`src/rtl/core/assert_macros.svh`:
```
// Assertion macros shared by the RTL of the rational fraction ALU.
// Needs signals named clk and arst_n in the scope of each use.
`ifndef ASSERT_MACROS_SVH
`define ASSERT_MACROS_SVH

// Check a property at every rising clock edge outside reset
`define FA_ASSERT(label, prop, msg) \
	label: assert property (@(posedge clk) disable iff (!arst_n) (prop)) else $error(msg);

// Check that a condition implies a second one in the same cycle
`define FA_ASSERT_IMPL(label, cond, conseq, msg) \
	`FA_ASSERT(label, (cond) |-> (conseq), msg)

`endif

```
`src/rtl/core/fa_pkg.sv`:
```
// Shared types, constants and helpers of the rational fraction ALU.
// Used by the channel interfaces and every module of the block.
`timescale 1ns / 1ps
package fa_pkg;
	localparam int WORD_BITS = 32;
	localparam int KBITS = $clog2(WORD_BITS);

	typedef logic signed [WORD_BITS-1:0] word_t;
	typedef logic [WORD_BITS-1:0] uword_t;

	localparam word_t WORD_MIN = {1'b1, {(WORD_BITS-1){1'b0}}};
	localparam word_t WORD_ONE = word_t'(1);

	// Operation codes
	localparam logic [1:0] OP_ADD = 2'd0;
	localparam logic [1:0] OP_SUB = 2'd1;
	localparam logic [1:0] OP_MUL = 2'd2;
	localparam logic [1:0] OP_DIV = 2'd3;

	// Work class chosen by the front end
	typedef enum logic [1:0] {
		K_PASS,
		K_SAME,
		K_MULDIV,
		K_LCM
	} kind_t;

	// One queued item: operand slots depend on the kind
	typedef struct packed {
		kind_t kind;
		logic  sub;
		logic  ovf;
		word_t w0;
		word_t w1;
		word_t w2;
		word_t w3;
	} ent_t;

	// Queue head as seen by the back end
	typedef struct packed {
		logic valid;
		ent_t ent;
	} deq_t;

	// Magnitude of a signed word, exact for the most negative value
	function automatic uword_t mag(input word_t v);
		mag = v[WORD_BITS-1] ? uword_t'(-v) : uword_t'(v);
	endfunction
endpackage

```
`src/rtl/core/fa_req_if.sv`:
```
// Request channel of the rational fraction ALU: opcode and two fractions.
// Depends on fa_pkg.
`timescale 1ns / 1ps
interface fa_req_if;
	import fa_pkg::*;
	logic        valid;
	logic        ready;
	logic [1:0]  op;
	word_t       a_num;
	word_t       a_den;
	word_t       b_num;
	word_t       b_den;

	modport source(output valid, op, a_num, a_den, b_num, b_den, input ready);
	modport sink(input valid, op, a_num, a_den, b_num, b_den, output ready);
endinterface

```
`src/rtl/core/fa_front.sv`:
```
// Front end: accepts request items, classifies them, queues two deep.
// Depends on fa_pkg and fa_req_if.
`timescale 1ns / 1ps
module fa_front (
	input  logic         clk,
	input  logic         arst_n,
	fa_req_if.sink       req,
	input  logic         pop,
	output fa_pkg::deq_t deq
);
	import fa_pkg::*;

	ent_t       ent;
	ent_t       mem_q [2];
	logic       wp_q;
	logic       rp_q;
	logic [1:0] cnt_q;
	logic       push;
	logic       sub;
	logic [WORD_BITS:0] sum;

	assign sub = (req.op == OP_SUB);
	assign sum = sub ? ({req.a_num[WORD_BITS-1], req.a_num} - {req.b_num[WORD_BITS-1], req.b_num})
	                 : ({req.a_num[WORD_BITS-1], req.a_num} + {req.b_num[WORD_BITS-1], req.b_num});

	// Classify the item and do the cheap cases here
	always_comb begin
		ent      = '0;
		ent.sub  = sub;
		ent.kind = K_PASS;
		if (req.op == OP_MUL || req.op == OP_DIV) begin
			ent.kind = K_MULDIV;
			ent.w0   = req.a_num;
			ent.w1   = (req.op == OP_MUL) ? req.b_num : req.b_den;
			ent.w2   = req.a_den;
			ent.w3   = (req.op == OP_MUL) ? req.b_den : req.b_num;
		end else if (req.a_num == '0) begin
			ent.w0  = sub ? -req.b_num : req.b_num;
			ent.w1  = req.b_den;
			ent.ovf = sub && (req.b_num == WORD_MIN);
		end else if (req.b_num == '0) begin
			ent.w0 = req.a_num;
			ent.w1 = req.a_den;
		end else if (req.a_den == req.b_den) begin
			ent.kind = K_SAME;
			ent.w0   = sum[WORD_BITS-1:0];
			ent.w1   = req.a_den;
			ent.ovf  = sum[WORD_BITS] != sum[WORD_BITS-1];
		end else if (req.a_den == '0 || req.b_den == '0) begin
			ent.w0 = '0;
			ent.w1 = '0;
		end else begin
			ent.kind = K_LCM;
			ent.w0   = req.a_num;
			ent.w1   = req.a_den;
			ent.w2   = req.b_num;
			ent.w3   = req.b_den;
		end
	end

	assign req.ready = (cnt_q != 2'd2);
	assign push      = req.valid && req.ready;
	assign deq.valid = (cnt_q != 2'd0);
	assign deq.ent   = mem_q[rp_q];

	// Hold queue pointers and count
	always_ff @(posedge clk or negedge arst_n) begin
		if (!arst_n) begin
			wp_q  <= 1'b0;
			rp_q  <= 1'b0;
			cnt_q <= 2'd0;
		end else begin
			if (push) begin
				wp_q <= ~wp_q;
			end
			if (pop) begin
				rp_q <= ~rp_q;
			end
			cnt_q <= cnt_q + {1'b0, push} - {1'b0, pop};
		end
	end

	// Store queued items
	always_ff @(posedge clk) begin
		if (push) begin
			mem_q[wp_q] <= ent;
		end
	end
endmodule

```
`src/flat_wrapper.sv`:
```
// flat-port wrapper written by rule: the top's interface ports become plain ports
module fa_front_flat import fa_pkg::*;
  (clk, arst_n, pop, deq, req_valid, req_op, req_a_num, req_a_den, req_b_num, req_b_den, req_ready);
  fa_req_if req_i ();
  input  logic clk;
  input  logic arst_n;
  input  logic pop;
  output fa_pkg::deq_t deq;
  input wire logic [$bits(req_i.valid)-1:0] req_valid;
  input wire logic [$bits(req_i.op)-1:0] req_op;
  input wire logic [$bits(req_i.a_num)-1:0] req_a_num;
  input wire logic [$bits(req_i.a_den)-1:0] req_a_den;
  input wire logic [$bits(req_i.b_num)-1:0] req_b_num;
  input wire logic [$bits(req_i.b_den)-1:0] req_b_den;
  output wire logic [$bits(req_i.ready)-1:0] req_ready;
  assign req_i.valid = req_valid;
  assign req_i.op = req_op;
  assign req_i.a_num = req_a_num;
  assign req_i.a_den = req_a_den;
  assign req_i.b_num = req_b_num;
  assign req_i.b_den = req_b_den;
  assign req_ready = req_i.ready;
  fa_front u_core (.clk(clk), .arst_n(arst_n), .req(req_i), .pop(pop), .deq(deq));
endmodule
```
`config.mk`:
```
export PLATFORM = sky130hd
export DESIGN_NAME = fa_front_flat
export DESIGN_NICKNAME = d
export VERILOG_FILES = /design/src/rtl/core/assert_macros.svh /design/src/rtl/core/fa_pkg.sv /design/src/rtl/core/fa_req_if.sv /design/src/rtl/core/fa_front.sv /design/src/flat_wrapper.sv
export SDC_FILE = /design/constraint.sdc
export NUM_CORES = 1
export LEC_CHECK = 0
export BUFFER_PORTS_ARGS = -buffer_cell sky130_fd_sc_hd__buf_2
export CORE_UTILIZATION = 58
export CTS_CLUSTER_SIZE = 20
export DETAILED_ROUTE_END_ITERATION = 8
export GPL_TIMING_DRIVEN = 0
export PLACE_DENSITY = 0.94
export SYNTH_ARGS = -nofsm -noshare
export SYNTH_HDL_FRONTEND = slang
export SYNTH_SLANG_ARGS = --single-unit
```
`constraint.sdc`:
```
create_clock -name clk -period 7.4 [get_ports clk]
set_input_delay 1.48 -clock clk [delete_from_list [all_inputs] [get_ports clk]]
set_output_delay 1.48 -clock clk [all_outputs]
set_load 0.02 [all_outputs]
```
==> metrics <==
FP Rows 60; CORE AREA 0.02718 sq mm; fin crit share 80.91%; leakage 0.007552 uW; clock sink count 268; area post-placement 0.01799 sq mm; GR Overflow Total 0; Clock power frac 23.9%; Ys Warns 0; Post-DP HPWL 37.61 mm; htree depth 1; Synth Flop Type edfxtp_1; Worst Path Arrival 6.35 ns; fraction of layout cells with a size suffix above 1 28.49%; Die Ht 168.9 microns; commonest cells after routing, fill and taps aside 264 x edfxtp_1, 260 x buf_2, 204 x nand2_1; switching share of power 36.37%; Max Freq 0.1670 GHz; Clock Pin Slew Worst Setup and Hold Paths 0.06 ns; final hold violation count 0; Max Cap Viol 0; layout net count 1913; post-CTS sizing 0; final setup fails 0; cell-internal power 3775 uW; Worst R2R End u_core.mem_q[1][64]; combinational power share 39.5%; DR vias 13857; Seq pwr share 36.7%; DR iter-0 viols 1877; Yosys cell types 74; Num CTS Buffers 29; Post-Syn Instances 1461; Max Clock Skew 0.008742 ns; Post-synth EDFFs 264; Post-CTS Setup Bufs 0; min cycle time layout 5.987 ns; Worst path slowest cell o41ai_1; first-pass GRT wire length 75.63 mm; hold worst-path end u_core.wp_q; drt total wl 51.42 mm; max incr delay on CP 0.57 ns; Port Buffers 245; CP Data Required Time 7.76 ns; Mapped Nets 1631; CTS Hold Buffers Added 0; Avg Cell Area, Syn 11.06 sq um; Min Hold Slack 0.5568 ns; max_slew headroom 31.46%; Synth Register Bits 268; Worst Hold Class reg -> reg; reg-to-reg setup timing slack 5.30 ns; worst vdd ir 0.0002246 V; Least-Margin Pin Slew 1.020 ns; Setup TNS Final 0 ns; GRT Overall Usage 35.06%; area delta synth->final 17.18%; FF-to-FF path depth 4; sequential fraction of the synthesis area 49.68%; die area 0.02853 sq mm; Clock Latency Late Sink 0.55 ns; Synth Cell Area 0.01616 sq mm; Worst Path Max Fanout 10; Max Buffers Root-to-Sink 3; initial antenna violation count 11; result of the run finished, final reports clean; Setup crit end kind flip-flop; hold depth 1; RSZ-0062 raised after global routing false; min setup slack post-route 1.413 ns; # IOs 268; drt via density 6.457; commonest non-fill, non-tap cell in the layout edfxtp_1; Die Wd 168.9 microns; Final ANT Viol Nets 0; pre-CTS setup slack 0.8910 ns; routability cong. 0.9535; critical path class in -> reg; DRC 0; wire per inst 23.96 microns; starting density of the core 59.46%; Critical Path Start Type input pin; CP Cell Sequence buf_2 -> clkbuf_1 -> nor4_1 -> and3_1 -> nand2_1 -> or3_1 -> o31ai_1 -> xor2_1 -> ha_1 -> clkbuf_1 -> a21oi_1 -> nor2_1 -> nor4_1 -> o21ai_1 -> nor2_2 -> o221ai_1 -> o41ai_1 -> nor4_1 -> nor3_2; hold path start u_core.wp_q; TritonCTS clock tree done; First-pass DRT Iterations 6; CTS root buffer clkbuf_16; vias in the first global route 13224; async set-reset flop share out of synthesis 1.493%; reg-to-reg startpoint u_core.cnt_q[1]; final slew viol count 0; PwrDens 313.3 mW/mm^2; CP dominant cell by count nor4_1; largest net degree at the start of global routing 66; sw power 2158 uW; Finished Cell Area 0.01893 sq mm
routing by layer:
metal | GRT usage, % | up-vias | wire length, microns
met1 | 45.72 | 6577 | 19110
met2 | 57.71 | 1097 | 24100
li1 | - | 5995 | -
met5 | 0 | - | 8
met4 | 15.61 | 2 | 2537
met3 | 5.775 | 186 | 5657
per-stage QoR:
stage / power (uW) / utilization, % / cells
floorplan: 3748 / - / 1461
global placement: 4450 / 65.69 / 2078
detailed placement: 4501 / 66.20 / 2084
CTS: 5912 / 69.56 / 2134
global route: 6131 / 69.64 / 2142
finish: 5933 / 69.67 / 2146
logic make-up (layout without fill, tap and decap cells):
kind of cell	Yosys count	after routing	synth area share (%)
AO/OA/AOI/OAI	348	348	13.26
XOR/XNOR	126	126	6.876
other	0	12	0
adder cells (fa/ha/maj)	36	36	2.834
flip-flops	268	268	49.68
buffers and inverters	131	432	3.392
multiplexers	197	197	13.47
AND/OR/NAND/NOR	355	355	10.48
worst max-delay path by stage:
stage	startpoint	to	slack [ns]	cells past startpoint
2_1_floorplan	req_valid	u_core.mem_q[0][0]	1.94	2
3_3_place_gp	req_valid	u_core.mem_q[0][101]	0.14	3
3_5_place_dp	req_b_num[6]	u_core.mem_q[0][128]	0.89	19
4_1_cts	req_b_num[6]	u_core.mem_q[0][128]	1.48	19
5_1_grt	req_b_num[6]	u_core.mem_q[0][128]	1.22	19
6_report	req_b_num[6]	u_core.mem_q[0][128]	1.41	19
critical path: cells and delay by family:
family | cells | cell delay [ns]
compound gates | 5 | 1.61
xor+xnor | 1 | 0.20
fa+ha+maj | 1 | 0.25
buf+inv | 3 | 0.56
simple gates | 9 | 2.23
area by class of cell:
cell class                      count  area, sq um
Timing Repair Buffer              251         1354
Tap cell                          372        465.4
Clock inverter                     18        177.7
Antenna cell                       12        30.03
Multi-Input combinational cell   1062         7595
Fill cell                        1966         8242
Sequential cell                   268         8028
Inverter                           20        75.07
Clock buffer                       32        737.0
Buffer                            111        473.0
cell usage after synthesis, types with 5 or more instances:
cell type	number	area [sq um]
a211oi_1	5	37.54
a21o_1	53	397.9
a21oi_1	102	510.5
a22oi_1	7	52.55
and3_1	8	50.05
buf_1	15	56.30
buf_2	15	75.07
clkbuf_1	75	281.5
edfxtp_1	264	7928
ha_1	35	437.9
inv_1	19	71.32
mux2_2	164	1847
mux2i_1	33	330.3
nand2_1	204	765.7
nand2b_1	9	56.30
nand3_1	8	40.04
nand4_1	22	137.6
nor2_1	34	127.6
nor3_1	6	30.03
nor4_1	31	193.9
o21a_1	5	37.54
o21ai_0	106	530.5
o21ai_1	7	35.03
o221ai_1	17	148.9
o31ai_1	11	82.58
or3_1	7	43.79
xnor2_1	62	543.0
xor2_1	63	551.8
power groups by stage:
stage | logic (uW) | clock network, uW | registers [uW]
after global placement | 2200 | 0 | 2250
final | 2340 | 1420 | 2180
after CTS | 2320 | 1420 | 2170
after detailed placement | 2300 | 0 | 2200
after floorplan | 1530 | 0 | 2220
after global routing | 2460 | 1470 | 2200
flip-flops by register name, indices dropped and copies added, names as in the netlist:
register and cells:
u_core.cnt_q 2, u_core.mem_q 264, u_core.rp_q 1, u_core.wp_q 1
Note: power is estimated with default switching activity, not from simulation.
