File: src/rtl/core/assert_macros.svh
// Assertion macros shared by the RTL of the rational fraction ALU.
// Needs signals named clk and arst_n in the scope of each use.
`ifndef ASSERT_MACROS_SVH
`define ASSERT_MACROS_SVH

// Check a property at every rising clock edge outside reset
`define FA_ASSERT(label, prop, msg) \
	label: assert property (@(posedge clk) disable iff (!arst_n) (prop)) else $error(msg);

// Check that a condition implies a second one in the same cycle
`define FA_ASSERT_IMPL(label, cond, conseq, msg) \
	`FA_ASSERT(label, (cond) |-> (conseq), msg)

`endif

File: src/rtl/core/fa_pkg.sv
// Shared types, constants and helpers of the rational fraction ALU.
// Used by the channel interfaces and every module of the block.
`timescale 1ns / 1ps
package fa_pkg;
	localparam int WORD_BITS = 32;
	localparam int KBITS = $clog2(WORD_BITS);

	typedef logic signed [WORD_BITS-1:0] word_t;
	typedef logic [WORD_BITS-1:0] uword_t;

	localparam word_t WORD_MIN = {1'b1, {(WORD_BITS-1){1'b0}}};
	localparam word_t WORD_ONE = word_t'(1);

	// Operation codes
	localparam logic [1:0] OP_ADD = 2'd0;
	localparam logic [1:0] OP_SUB = 2'd1;
	localparam logic [1:0] OP_MUL = 2'd2;
	localparam logic [1:0] OP_DIV = 2'd3;

	// Work class chosen by the front end
	typedef enum logic [1:0] {
		K_PASS,
		K_SAME,
		K_MULDIV,
		K_LCM
	} kind_t;

	// One queued item: operand slots depend on the kind
	typedef struct packed {
		kind_t kind;
		logic  sub;
		logic  ovf;
		word_t w0;
		word_t w1;
		word_t w2;
		word_t w3;
	} ent_t;

	// Queue head as seen by the back end
	typedef struct packed {
		logic valid;
		ent_t ent;
	} deq_t;

	// Magnitude of a signed word, exact for the most negative value
	function automatic uword_t mag(input word_t v);
		mag = v[WORD_BITS-1] ? uword_t'(-v) : uword_t'(v);
	endfunction
endpackage

File: src/rtl/core/fa_rsp_if.sv
// Response channel of the rational fraction ALU: result fraction and flags.
// Depends on fa_pkg.
`timescale 1ns / 1ps
interface fa_rsp_if;
	import fa_pkg::*;
	logic  valid;
	logic  ready;
	word_t res_num;
	word_t res_den;
	logic  overflow;
	logic  invalid;

	modport source(output valid, res_num, res_den, overflow, invalid, input ready);
	modport sink(input valid, res_num, res_den, overflow, invalid, output ready);
endinterface

File: src/rtl/core/fa_gcd.sv
// Binary gcd unit: one shift or subtract step per cycle.
// Depends on fa_pkg.
`timescale 1ns / 1ps
module fa_gcd (
	input  logic           clk,
	input  logic           arst_n,
	input  logic           start,
	input  fa_pkg::uword_t a,
	input  fa_pkg::uword_t b,
	output logic           done,
	output fa_pkg::uword_t g
);
	import fa_pkg::*;

	logic             run_q;
	uword_t           a_q;
	uword_t           b_q;
	logic [KBITS-1:0] k_q;

	assign done = run_q && (a_q == '0 || b_q == '0);
	assign g    = (a_q | b_q) << k_q;

	// Strip common twos, then odd factors by subtraction
	always_ff @(posedge clk or negedge arst_n) begin
		if (!arst_n) begin
			run_q <= 1'b0;
		end else if (start) begin
			run_q <= 1'b1;
			a_q   <= a;
			b_q   <= b;
			k_q   <= '0;
		end else if (run_q) begin
			if (a_q == '0 || b_q == '0) begin
				run_q <= 1'b0;
			end else if (!a_q[0] && !b_q[0]) begin
				a_q <= a_q >> 1;
				b_q <= b_q >> 1;
				k_q <= k_q + 1'b1;
			end else if (!a_q[0]) begin
				a_q <= a_q >> 1;
			end else if (!b_q[0]) begin
				b_q <= b_q >> 1;
			end else if (a_q >= b_q) begin
				a_q <= a_q - b_q;
			end else begin
				b_q <= b_q - a_q;
			end
		end
	end
endmodule

File: src/rtl/core/fa_divu.sv
// Unsigned restoring divider, one quotient bit per cycle.
// Depends on fa_pkg.
`timescale 1ns / 1ps
module fa_divu (
	input  logic           clk,
	input  logic           arst_n,
	input  logic           start,
	input  fa_pkg::uword_t n,
	input  fa_pkg::uword_t d,
	output logic           done,
	output fa_pkg::uword_t q
);
	import fa_pkg::*;

	logic             run_q;
	logic             done_q;
	logic [KBITS-1:0] cnt_q;
	uword_t           rem_q;
	uword_t           n_q;
	uword_t           d_q;
	uword_t           q_q;
	logic [WORD_BITS:0] trial;
	logic [WORD_BITS:0] diff;

	assign trial = {rem_q, n_q[WORD_BITS-1]};
	assign diff  = trial - {1'b0, d_q};
	assign done  = done_q;
	assign q     = q_q;

	// Shift in one dividend bit, keep the difference when it fits
	always_ff @(posedge clk or negedge arst_n) begin
		if (!arst_n) begin
			run_q  <= 1'b0;
			done_q <= 1'b0;
			cnt_q  <= '0;
		end else begin
			done_q <= run_q && (cnt_q == KBITS'(WORD_BITS - 1));
			if (start) begin
				run_q <= 1'b1;
				cnt_q <= '0;
				rem_q <= '0;
				n_q   <= n;
				d_q   <= d;
			end else if (run_q) begin
				n_q   <= n_q << 1;
				cnt_q <= cnt_q + 1'b1;
				if (cnt_q == KBITS'(WORD_BITS - 1)) begin
					run_q <= 1'b0;
				end
				if (!diff[WORD_BITS]) begin
					rem_q <= diff[WORD_BITS-1:0];
					q_q   <= {q_q[WORD_BITS-2:0], 1'b1};
				end else begin
					rem_q <= trial[WORD_BITS-1:0];
					q_q   <= {q_q[WORD_BITS-2:0], 1'b0};
				end
			end
		end
	end
endmodule

File: src/rtl/core/fa_back.sv
// Back end: sequencer over a shared multiplier, divider and gcd unit.
// Depends on fa_pkg, fa_rsp_if, fa_gcd and fa_divu.
`timescale 1ns / 1ps
module fa_back (
	input  logic         clk,
	input  logic         arst_n,
	input  fa_pkg::deq_t deq,
	output logic         pop,
	fa_rsp_if.source     rsp
);
	import fa_pkg::*;

	typedef enum logic [4:0] {
		S_IDLE, S_MUL1, S_MUL2, S_LGCD, S_LGW, S_LP, S_LDIV, S_M1, S_D1, S_M2,
		S_D2, S_SUM, S_RED, S_RGW, S_RDN, S_RDD, S_RFIX, S_DW, S_DONE
	} state_t;

	state_t state_q;
	state_t ret_q;
	ent_t   e_q;
	word_t  num_q;
	word_t  den_q;
	word_t  l_q;
	word_t  t1_q;
	word_t  dres_q;
	uword_t g_q;
	logic   ovf_q;
	logic   sgn_q;
	logic   out_valid_q;
	word_t  out_num_q;
	word_t  out_den_q;
	logic   out_ovf_q;

	word_t  mx;
	word_t  my;
	logic signed [2*WORD_BITS-1:0] prod;
	word_t  pw;
	logic   povf;
	word_t  dv_n;
	word_t  dv_d;
	logic   dv_go;
	logic   g_go;
	uword_t g_a;
	uword_t g_b;
	logic   g_done;
	uword_t g_res;
	logic   d_done;
	uword_t d_q;
	word_t  dfix;
	logic [WORD_BITS:0] s2;

	// Select multiplier operands by step
	always_comb begin
		mx = '0;
		my = '0;
		case (state_q)
			S_MUL1: begin mx = e_q.w0; my = e_q.w1; end
			S_MUL2: begin mx = e_q.w2; my = e_q.w3; end
			S_LP:   begin mx = e_q.w1; my = e_q.w3; end
			S_M1:   begin mx = e_q.w0; my = dres_q; end
			S_M2:   begin mx = e_q.w2; my = l_q; end
			default: begin mx = '0; my = '0; end
		endcase
	end

	assign prod = mx * my;
	assign pw   = prod[WORD_BITS-1:0];
	assign povf = prod[2*WORD_BITS-1:WORD_BITS-1] != {(WORD_BITS+1){prod[WORD_BITS-1]}};

	// Select divider operands and start it
	always_comb begin
		dv_go = 1'b1;
		dv_n  = '0;
		dv_d  = WORD_ONE;
		case (state_q)
			S_LDIV: begin dv_n = t1_q;   dv_d = word_t'(g_q); end
			S_D1:   begin dv_n = t1_q;   dv_d = e_q.w1; end
			S_D2:   begin dv_n = num_q;  dv_d = e_q.w3; end
			S_RDN:  begin dv_n = num_q;  dv_d = word_t'(g_q); end
			S_RDD:  begin dv_n = den_q;  dv_d = word_t'(g_q); end
			default: dv_go = 1'b0;
		endcase
	end

	// Start gcd on the lcm denominators or on the result
	always_comb begin
		g_go = 1'b0;
		g_a  = mag(e_q.w1);
		g_b  = mag(e_q.w3);
		if (state_q == S_LGCD) begin
			g_go = 1'b1;
		end else if (state_q == S_RED && num_q != '0 && den_q != '0) begin
			g_go = 1'b1;
			g_a  = mag(num_q);
			g_b  = mag(den_q);
		end
	end

	fa_gcd u_gcd (
		.clk    (clk),
		.arst_n (arst_n),
		.start  (g_go),
		.a      (g_a),
		.b      (g_b),
		.done   (g_done),
		.g      (g_res)
	);

	fa_divu u_divu (
		.clk    (clk),
		.arst_n (arst_n),
		.start  (dv_go),
		.n      (mag(dv_n)),
		.d      (mag(dv_d)),
		.done   (d_done),
		.q      (d_q)
	);

	assign dfix = sgn_q ? -word_t'(d_q) : word_t'(d_q);
	assign s2   = e_q.sub ? ({t1_q[WORD_BITS-1], t1_q} - {dres_q[WORD_BITS-1], dres_q})
	                      : ({t1_q[WORD_BITS-1], t1_q} + {dres_q[WORD_BITS-1], dres_q});

	assign pop          = (state_q == S_IDLE) && deq.valid;
	assign rsp.valid    = out_valid_q;
	assign rsp.res_num  = out_num_q;
	assign rsp.res_den  = out_den_q;
	assign rsp.overflow = out_ovf_q;
	assign rsp.invalid  = (out_den_q == '0);

	// Sequence one item and hold the result register
	always_ff @(posedge clk or negedge arst_n) begin
		if (!arst_n) begin
			state_q     <= S_IDLE;
			ret_q       <= S_IDLE;
			out_valid_q <= 1'b0;
		end else begin
			if (rsp.ready && state_q != S_DONE) begin
				out_valid_q <= 1'b0;
			end
			if (dv_go) begin
				sgn_q   <= dv_n[WORD_BITS-1] ^ dv_d[WORD_BITS-1];
				state_q <= S_DW;
			end
			case (state_q)
				S_IDLE: begin
					if (deq.valid) begin
						e_q   <= deq.ent;
						num_q <= deq.ent.w0;
						den_q <= deq.ent.w1;
						ovf_q <= deq.ent.ovf;
						case (deq.ent.kind)
							K_PASS:   state_q <= S_DONE;
							K_SAME:   state_q <= S_RED;
							K_MULDIV: state_q <= S_MUL1;
							K_LCM:    state_q <= S_LGCD;
							default:  state_q <= S_DONE;
						endcase
					end
				end
				S_MUL1: begin
					num_q   <= pw;
					ovf_q   <= ovf_q | povf;
					state_q <= S_MUL2;
				end
				S_MUL2: begin
					den_q   <= pw;
					ovf_q   <= ovf_q | povf;
					state_q <= S_RED;
				end
				S_LGCD: state_q <= S_LGW;
				S_LGW: begin
					if (g_done) begin
						g_q     <= g_res;
						state_q <= S_LP;
					end
				end
				S_LP: begin
					t1_q    <= pw;
					ovf_q   <= ovf_q | povf;
					state_q <= S_LDIV;
				end
				S_LDIV: ret_q <= S_M1;
				S_M1: begin
					l_q     <= dres_q;
					t1_q    <= pw;
					ovf_q   <= ovf_q | povf;
					state_q <= S_D1;
				end
				S_D1: ret_q <= S_M2;
				S_M2: begin
					t1_q    <= dres_q;
					num_q   <= pw;
					ovf_q   <= ovf_q | povf;
					state_q <= S_D2;
				end
				S_D2: ret_q <= S_SUM;
				S_SUM: begin
					num_q   <= s2[WORD_BITS-1:0];
					den_q   <= l_q;
					ovf_q   <= ovf_q | (s2[WORD_BITS] != s2[WORD_BITS-1]);
					state_q <= S_RED;
				end
				S_RED: begin
					if (num_q == '0) begin
						den_q   <= WORD_ONE;
						state_q <= S_DONE;
					end else if (den_q == '0) begin
						state_q <= S_DONE;
					end else begin
						state_q <= S_RGW;
					end
				end
				S_RGW: begin
					if (g_done) begin
						g_q     <= g_res;
						state_q <= S_RDN;
					end
				end
				S_RDN: ret_q <= S_RDD;
				S_RDD: begin
					num_q <= dres_q;
					ret_q <= S_RFIX;
				end
				S_RFIX: begin
					if (dres_q[WORD_BITS-1]) begin
						num_q <= -num_q;
						den_q <= -dres_q;
						ovf_q <= ovf_q | (num_q == WORD_MIN) | (dres_q == WORD_MIN);
					end else begin
						den_q <= dres_q;
					end
					state_q <= S_DONE;
				end
				S_DW: begin
					if (d_done) begin
						dres_q  <= dfix;
						ovf_q   <= ovf_q | (!sgn_q && d_q[WORD_BITS-1]);
						state_q <= ret_q;
					end
				end
				S_DONE: begin
					if (!out_valid_q || rsp.ready) begin
						out_valid_q <= 1'b1;
						out_num_q   <= num_q;
						out_den_q   <= den_q;
						out_ovf_q   <= ovf_q;
						state_q     <= S_IDLE;
					end
				end
				default: state_q <= S_IDLE;
			endcase
		end
	end
endmodule

File: src/flat_wrapper.sv
// flat-port wrapper written by rule: the top's interface ports become plain ports
module fa_back_flat import fa_pkg::*;
  (clk, arst_n, deq, pop, rsp_valid, rsp_res_num, rsp_res_den, rsp_overflow, rsp_invalid, rsp_ready);
  fa_rsp_if rsp_i ();
  input  logic clk;
  input  logic arst_n;
  input  fa_pkg::deq_t deq;
  output logic pop;
  output wire logic [$bits(rsp_i.valid)-1:0] rsp_valid;
  output wire logic [$bits(rsp_i.res_num)-1:0] rsp_res_num;
  output wire logic [$bits(rsp_i.res_den)-1:0] rsp_res_den;
  output wire logic [$bits(rsp_i.overflow)-1:0] rsp_overflow;
  output wire logic [$bits(rsp_i.invalid)-1:0] rsp_invalid;
  input wire logic [$bits(rsp_i.ready)-1:0] rsp_ready;
  assign rsp_valid = rsp_i.valid;
  assign rsp_res_num = rsp_i.res_num;
  assign rsp_res_den = rsp_i.res_den;
  assign rsp_overflow = rsp_i.overflow;
  assign rsp_invalid = rsp_i.invalid;
  assign rsp_i.ready = rsp_ready;
  fa_back u_core (.clk(clk), .arst_n(arst_n), .deq(deq), .pop(pop), .rsp(rsp_i));
endmodule
File: config.mk
export PLATFORM = sky130hd
export DESIGN_NAME = fa_back_flat
export DESIGN_NICKNAME = d
export VERILOG_FILES = /design/src/rtl/core/assert_macros.svh /design/src/rtl/core/fa_pkg.sv /design/src/rtl/core/fa_rsp_if.sv /design/src/rtl/core/fa_gcd.sv /design/src/rtl/core/fa_divu.sv /design/src/rtl/core/fa_back.sv /design/src/flat_wrapper.sv
export SDC_FILE = /design/constraint.sdc
export NUM_CORES = 2
export LEC_CHECK = 0
export ABC_AREA = 1
export BUFFER_PORTS_ARGS = -buffer_cell sky130_fd_sc_hd__buf_4
export CAP_MARGIN = 20
export CORE_MARGIN = 4
export CORE_UTILIZATION = 45
export CTS_CLUSTER_SIZE = 16
export DETAILED_ROUTE_END_ITERATION = 8
export GPL_TIMING_DRIVEN = 1
export PLACE_DENSITY = 0.71
export SYNTH_ARGS = -nofsm -noshare
export SYNTH_HDL_FRONTEND = slang
export SYNTH_SLANG_ARGS = --single-unit
File: constraint.sdc
create_clock -name clk -period 8.62 [get_ports clk]
set_clock_uncertainty 0.15 [all_clocks]
set_input_delay 0.431 -clock clk [delete_from_list [all_inputs] [get_ports clk]]
set_output_delay 0.431 -clock clk [all_outputs]
set_load 0.005 [all_outputs]
==> results.sh <==
export IMPL_antenna_found_initial=8
export IMPL_relSlewSlack=0.236
export IMPL_max_clock_path_buffers=3
export IMPL_cts_sink_count=604
export IMPL_max_stage_delay_ns=0.64
export IMPL_cp_startpoint="u_core.state_q[0]"
export IMPL_cell_area_placed_mm2=0.0911
export IMPL_drive_gt1_frac=0.172
export IMPL_root_buffer="sky130_fd_sc_hd__clkbuf_16"
export IMPL_dominantRegCellSynth="sky130_fd_sc_hd__edfxtp_1"
export IMPL_synth_seq_cells=604
export IMPL_synthDistinctLibCells=72
export IMPL_timing_fmax_ghz=0.107
export IMPL_synthesis_area_mm2=0.0793
export IMPL_timing_hold_ws_ns=0.129
export IMPL_holdCritStartpoint="deq[130]"
export IMPL_net_count_of_the_finished_layout=12500
export IMPL_clk_pin_slew_worst_paths_ns=0.06
export IMPL_worst_ep_required_time_ns=8.94
export IMPL_syn_num_nets=11300
export IMPL_endpoint_kind_of_the_worst_setup_timing_path="register"
export IMPL_route_detailed_drc=0
export IMPL_setup_repair_after_global_routing_missed_its_margin="true"
export IMPL_min_delay_path_class="in -> reg"
export IMPL_p_leak_nw=42.0
export IMPL_gr_usage_all_layers=0.390
export IMPL_overflow=0
export IMPL_path_common_cell="sky130_fd_sc_hd__nand2_1"
export IMPL_vias_per_cell=5.81
export IMPL_ys_async_sr_fraction=0.0315
export IMPL_die_width_um=428
export IMPL_grt_pass1_wl_um=515000
export IMPL_final_min_period_over_clock_period=1.09
export IMPL_crit_type="reg -> reg"
export IMPL_grt_start_max_net_pins=71
export IMPL_rows=153
export IMPL_vdd_ir_drop_worst_uv=391
export IMPL_timing_final_max_slew_violations=0
export IMPL_cp_slowest_cell="sky130_fd_sc_hd__fa_1"
export IMPL_startpoint_type="register"
export IMPL_crit_reg2reg_launch="u_core.state_q[0]"
export IMPL_register_area_mm2=0.0180
export IMPL_dp_cells=12900
export IMPL_timing_worst_slew_pin_value_ns=1.15
export IMPL_critPathArrivalTime_ns=9.71
export IMPL_multi_input_comb_area_mm2=0.0547
export IMPL_ys_top_cells_by_area="sky130_fd_sc_hd__fa_1 27%, sky130_fd_sc_hd__edfxtp_1 22%, sky130_fd_sc_hd__nand2_1 10%, sky130_fd_sc_hd__inv_1 8.5%, sky130_fd_sc_hd__ha_1 5.7%"
export IMPL_total_cts_buffers=74
export IMPL_first_global_vias=76800
export IMPL_floorplan_die_height_um=428
export IMPL_hold_violations=0
export IMPL_final_cell_area_mm2=0.0974
export IMPL_initial_core_util=0.454
export IMPL_failed_checks="negative setup slack"
export IMPL_postLayoutCoreUtil=0.558
export IMPL_max_cap_violations=0
export IMPL_first_pass_iters=8
export IMPL_layout_filler_cells=15700
export IMPL_crit_fanout=15
export IMPL_yosysSeqAreaShare=0.228
export IMPL_setup_ws_ns=-0.765
export IMPL_design_portCount=204
export IMPL_synth_warnings=0
export IMPL_area_added_between_synthesis_and_finish_pct=22.9
export IMPL_clock_latency_ns=0.74
export IMPL_fp_dieArea_mm2=0.183
export IMPL_gp_congestion=1.13
export IMPL_yosysTopAreaCell="sky130_fd_sc_hd__fa_1"
export IMPL_totalNegativeSetupSlack_ns=-5.70
export IMPL_pwr_density_cell_mw_per_mm2=425
export IMPL_total_power_mw=41.4
export IMPL_cts_max_level=3
export IMPL_final_setup_viol_count=31
export IMPL_edff_count_synth=585
export IMPL_run_status="finished, violations left"
export IMPL_dr_vias=77100
export IMPL_io_buffer_count=203
export IMPL_drtAntennaViolNets=0
export IMPL_post_dp_hpwl_um=299000
export IMPL_drt_iter0_markers=10800
export IMPL_cells_after_synth=9747
export IMPL_drt_total_wl_um=361000
export IMPL_cts_tree="built"
export IMPL_post_route_min_period_ns=9.39
export IMPL_post_drt_wl_per_cell_um=27.2
export IMPL_fin_cells=13300
export IMPL_netlist_area_leader_share=0.274
export IMPL_synthesis_area_per_instance_um2=8.13
export IMPL_fp_coreArea_mm2=0.175
export IMPL_dpl_worst_slack_ns=-1.09
per-layer routing:
metal  GRT usage  share of wire  wire length, um
met3      0.0963           0.11            41500
met4       0.325           0.11            39400
met2       0.596           0.43           157000
met5           0       0.000089               32
met1       0.465           0.34           123000
layout make-up:
cell class | count | share of cell area
inverters | 1858 | 0.0724
flip-flops and latches | 604 | 0.185
well taps | 2325 | 0.0299
clock inverters | 44 | 0.00576
repair buffers | 1379 | 0.125
multi-input cells | 6951 | 0.561
clock buffers | 93 | 0.0203
diodes | 5 | 0.000128
placed cells by master, fill, tap and decap left out, types with 36 or more instances in the layout:
cell type / instances
sky130_fd_sc_hd__fa_2: 44
sky130_fd_sc_hd__a21oi_2: 48
sky130_fd_sc_hd__nor2_2: 98
sky130_fd_sc_hd__o21ai_0: 429
sky130_fd_sc_hd__o221ai_1: 38
sky130_fd_sc_hd__nand4_1: 106
sky130_fd_sc_hd__edfxtp_1: 585
sky130_fd_sc_hd__xor2_1: 247
sky130_fd_sc_hd__inv_1: 1779
sky130_fd_sc_hd__nand3_1: 266
sky130_fd_sc_hd__nand2_1: 2071
sky130_fd_sc_hd__o22ai_1: 135
sky130_fd_sc_hd__ha_1: 326
sky130_fd_sc_hd__nor3_1: 86
sky130_fd_sc_hd__buf_12: 103
sky130_fd_sc_hd__xnor2_1: 39
sky130_fd_sc_hd__fa_1: 1042
sky130_fd_sc_hd__a21oi_1: 362
sky130_fd_sc_hd__dlygate4sd3_1: 131
sky130_fd_sc_hd__nor4_1: 36
sky130_fd_sc_hd__clkbuf_16: 76
sky130_fd_sc_hd__buf_6: 42
sky130_fd_sc_hd__inv_2: 45
sky130_fd_sc_hd__o211ai_1: 61
sky130_fd_sc_hd__nor2_1: 1016
sky130_fd_sc_hd__buf_4: 1097
sky130_fd_sc_hd__nand2_2: 56
timing repair:
action                     4_1_cts  5_1_grt
resized for setup              304      170
hold endpoints to repair       180        0
pin swaps                       55       44
gates cloned                     2        0
hold buffers                   131        0
buffers inserted                31       17
setup endpoints to repair       47       61
critical path, delay by kind of cell, from the launching register on:
family                     cells  cell delay (ns)
AOI/OAI and AO/OA              1             0.21
adders and majority gates      9             4.60
buffers and inverters         12             1.41
DFF                            1             0.40
and+or+nand+nor               24             2.34
path summary, 6_finish.rpt:
| check | cells past startpoint | end | slack [ns] |
|---|---|---|---|
| max reg2reg | 46 | u_core.ovf_q | -0.77 |
| min | 3 | u_core.state_q[3] | 0.13 |
| min reg2reg | 0 | u_core.rsp.res_den[1] | 0.26 |
| max | 46 | u_core.ovf_q | -0.77 |
| max in group asynchronous | 2 | u_core.state_q[4] | 7.40 |
| min in group asynchronous | 2 | u_core.u_gcd.run_q | 0.28 |
cell families (layout without fill, tap and decap cells):
| family | Yosys count | after routing | synth area share |
|---|---|---|---|
| flip-flops | 604 | 604 | 0.228 |
| buffers and inverters | 2192 | 3374 | 0.106 |
| AND/OR/NAND/NOR | 3867 | 3867 | 0.201 |
| XOR/XNOR | 297 | 297 | 0.0328 |
| AO/OA/AOI/OAI | 1313 | 1313 | 0.0981 |
| other | 0 | 5 | 0 |
| multiplexers | 26 | 26 | 0.00328 |
| adder cells (fa/ha/maj) | 1448 | 1448 | 0.331 |
synth_stat cells (24+ instances only):
master,number
sky130_fd_sc_hd__xor2_1,258
sky130_fd_sc_hd__ha_1,362
sky130_fd_sc_hd__o211ai_1,61
sky130_fd_sc_hd__a31oi_1,28
sky130_fd_sc_hd__nor4_1,39
sky130_fd_sc_hd__nor2_1,1128
sky130_fd_sc_hd__nand2_1,2123
sky130_fd_sc_hd__o22ai_1,141
sky130_fd_sc_hd__a21oi_2,27
sky130_fd_sc_hd__nand4_1,106
sky130_fd_sc_hd__edfxtp_1,585
sky130_fd_sc_hd__o221ai_1,38
sky130_fd_sc_hd__o21ai_0,442
sky130_fd_sc_hd__xnor2_1,39
sky130_fd_sc_hd__inv_2,39
sky130_fd_sc_hd__fa_1,1086
sky130_fd_sc_hd__a221oi_1,25
sky130_fd_sc_hd__buf_2,99
sky130_fd_sc_hd__o2111ai_1,24
sky130_fd_sc_hd__nand3_1,278
sky130_fd_sc_hd__a21oi_1,391
sky130_fd_sc_hd__clkbuf_1,207
sky130_fd_sc_hd__mux2i_1,26
sky130_fd_sc_hd__inv_1,1799
sky130_fd_sc_hd__nor3_1,98
registers in the layout (all words and copies together), names as in the netlist, 5 cells and up:
signal	count
u_core.den_q	32
u_core.dres_q	32
u_core.e_q	129
u_core.g_q	32
u_core.l_q	32
u_core.num_q	32
u_core.ret_q	5
u_core.rsp.res_den	32
u_core.rsp.res_num	32
u_core.state_q	5
u_core.t1_q	32
u_core.u_divu.cnt_q	5
u_core.u_divu.d_q	32
u_core.u_divu.n_q	32
u_core.u_divu.q	32
u_core.u_divu.rem_q	32
u_core.u_gcd.a_q	32
u_core.u_gcd.b_q	32
u_core.u_gcd.k_q	5
report_power, final:
part | leakage, nW | internal (mW) | switching (mW)
clock | 1.21 | 1.92 | 1.44
combinational | 35.1 | 12.3 | 20.5
sequential | 5.66 | 4.50 | 0.778
(Power assumes the default switching activity.)
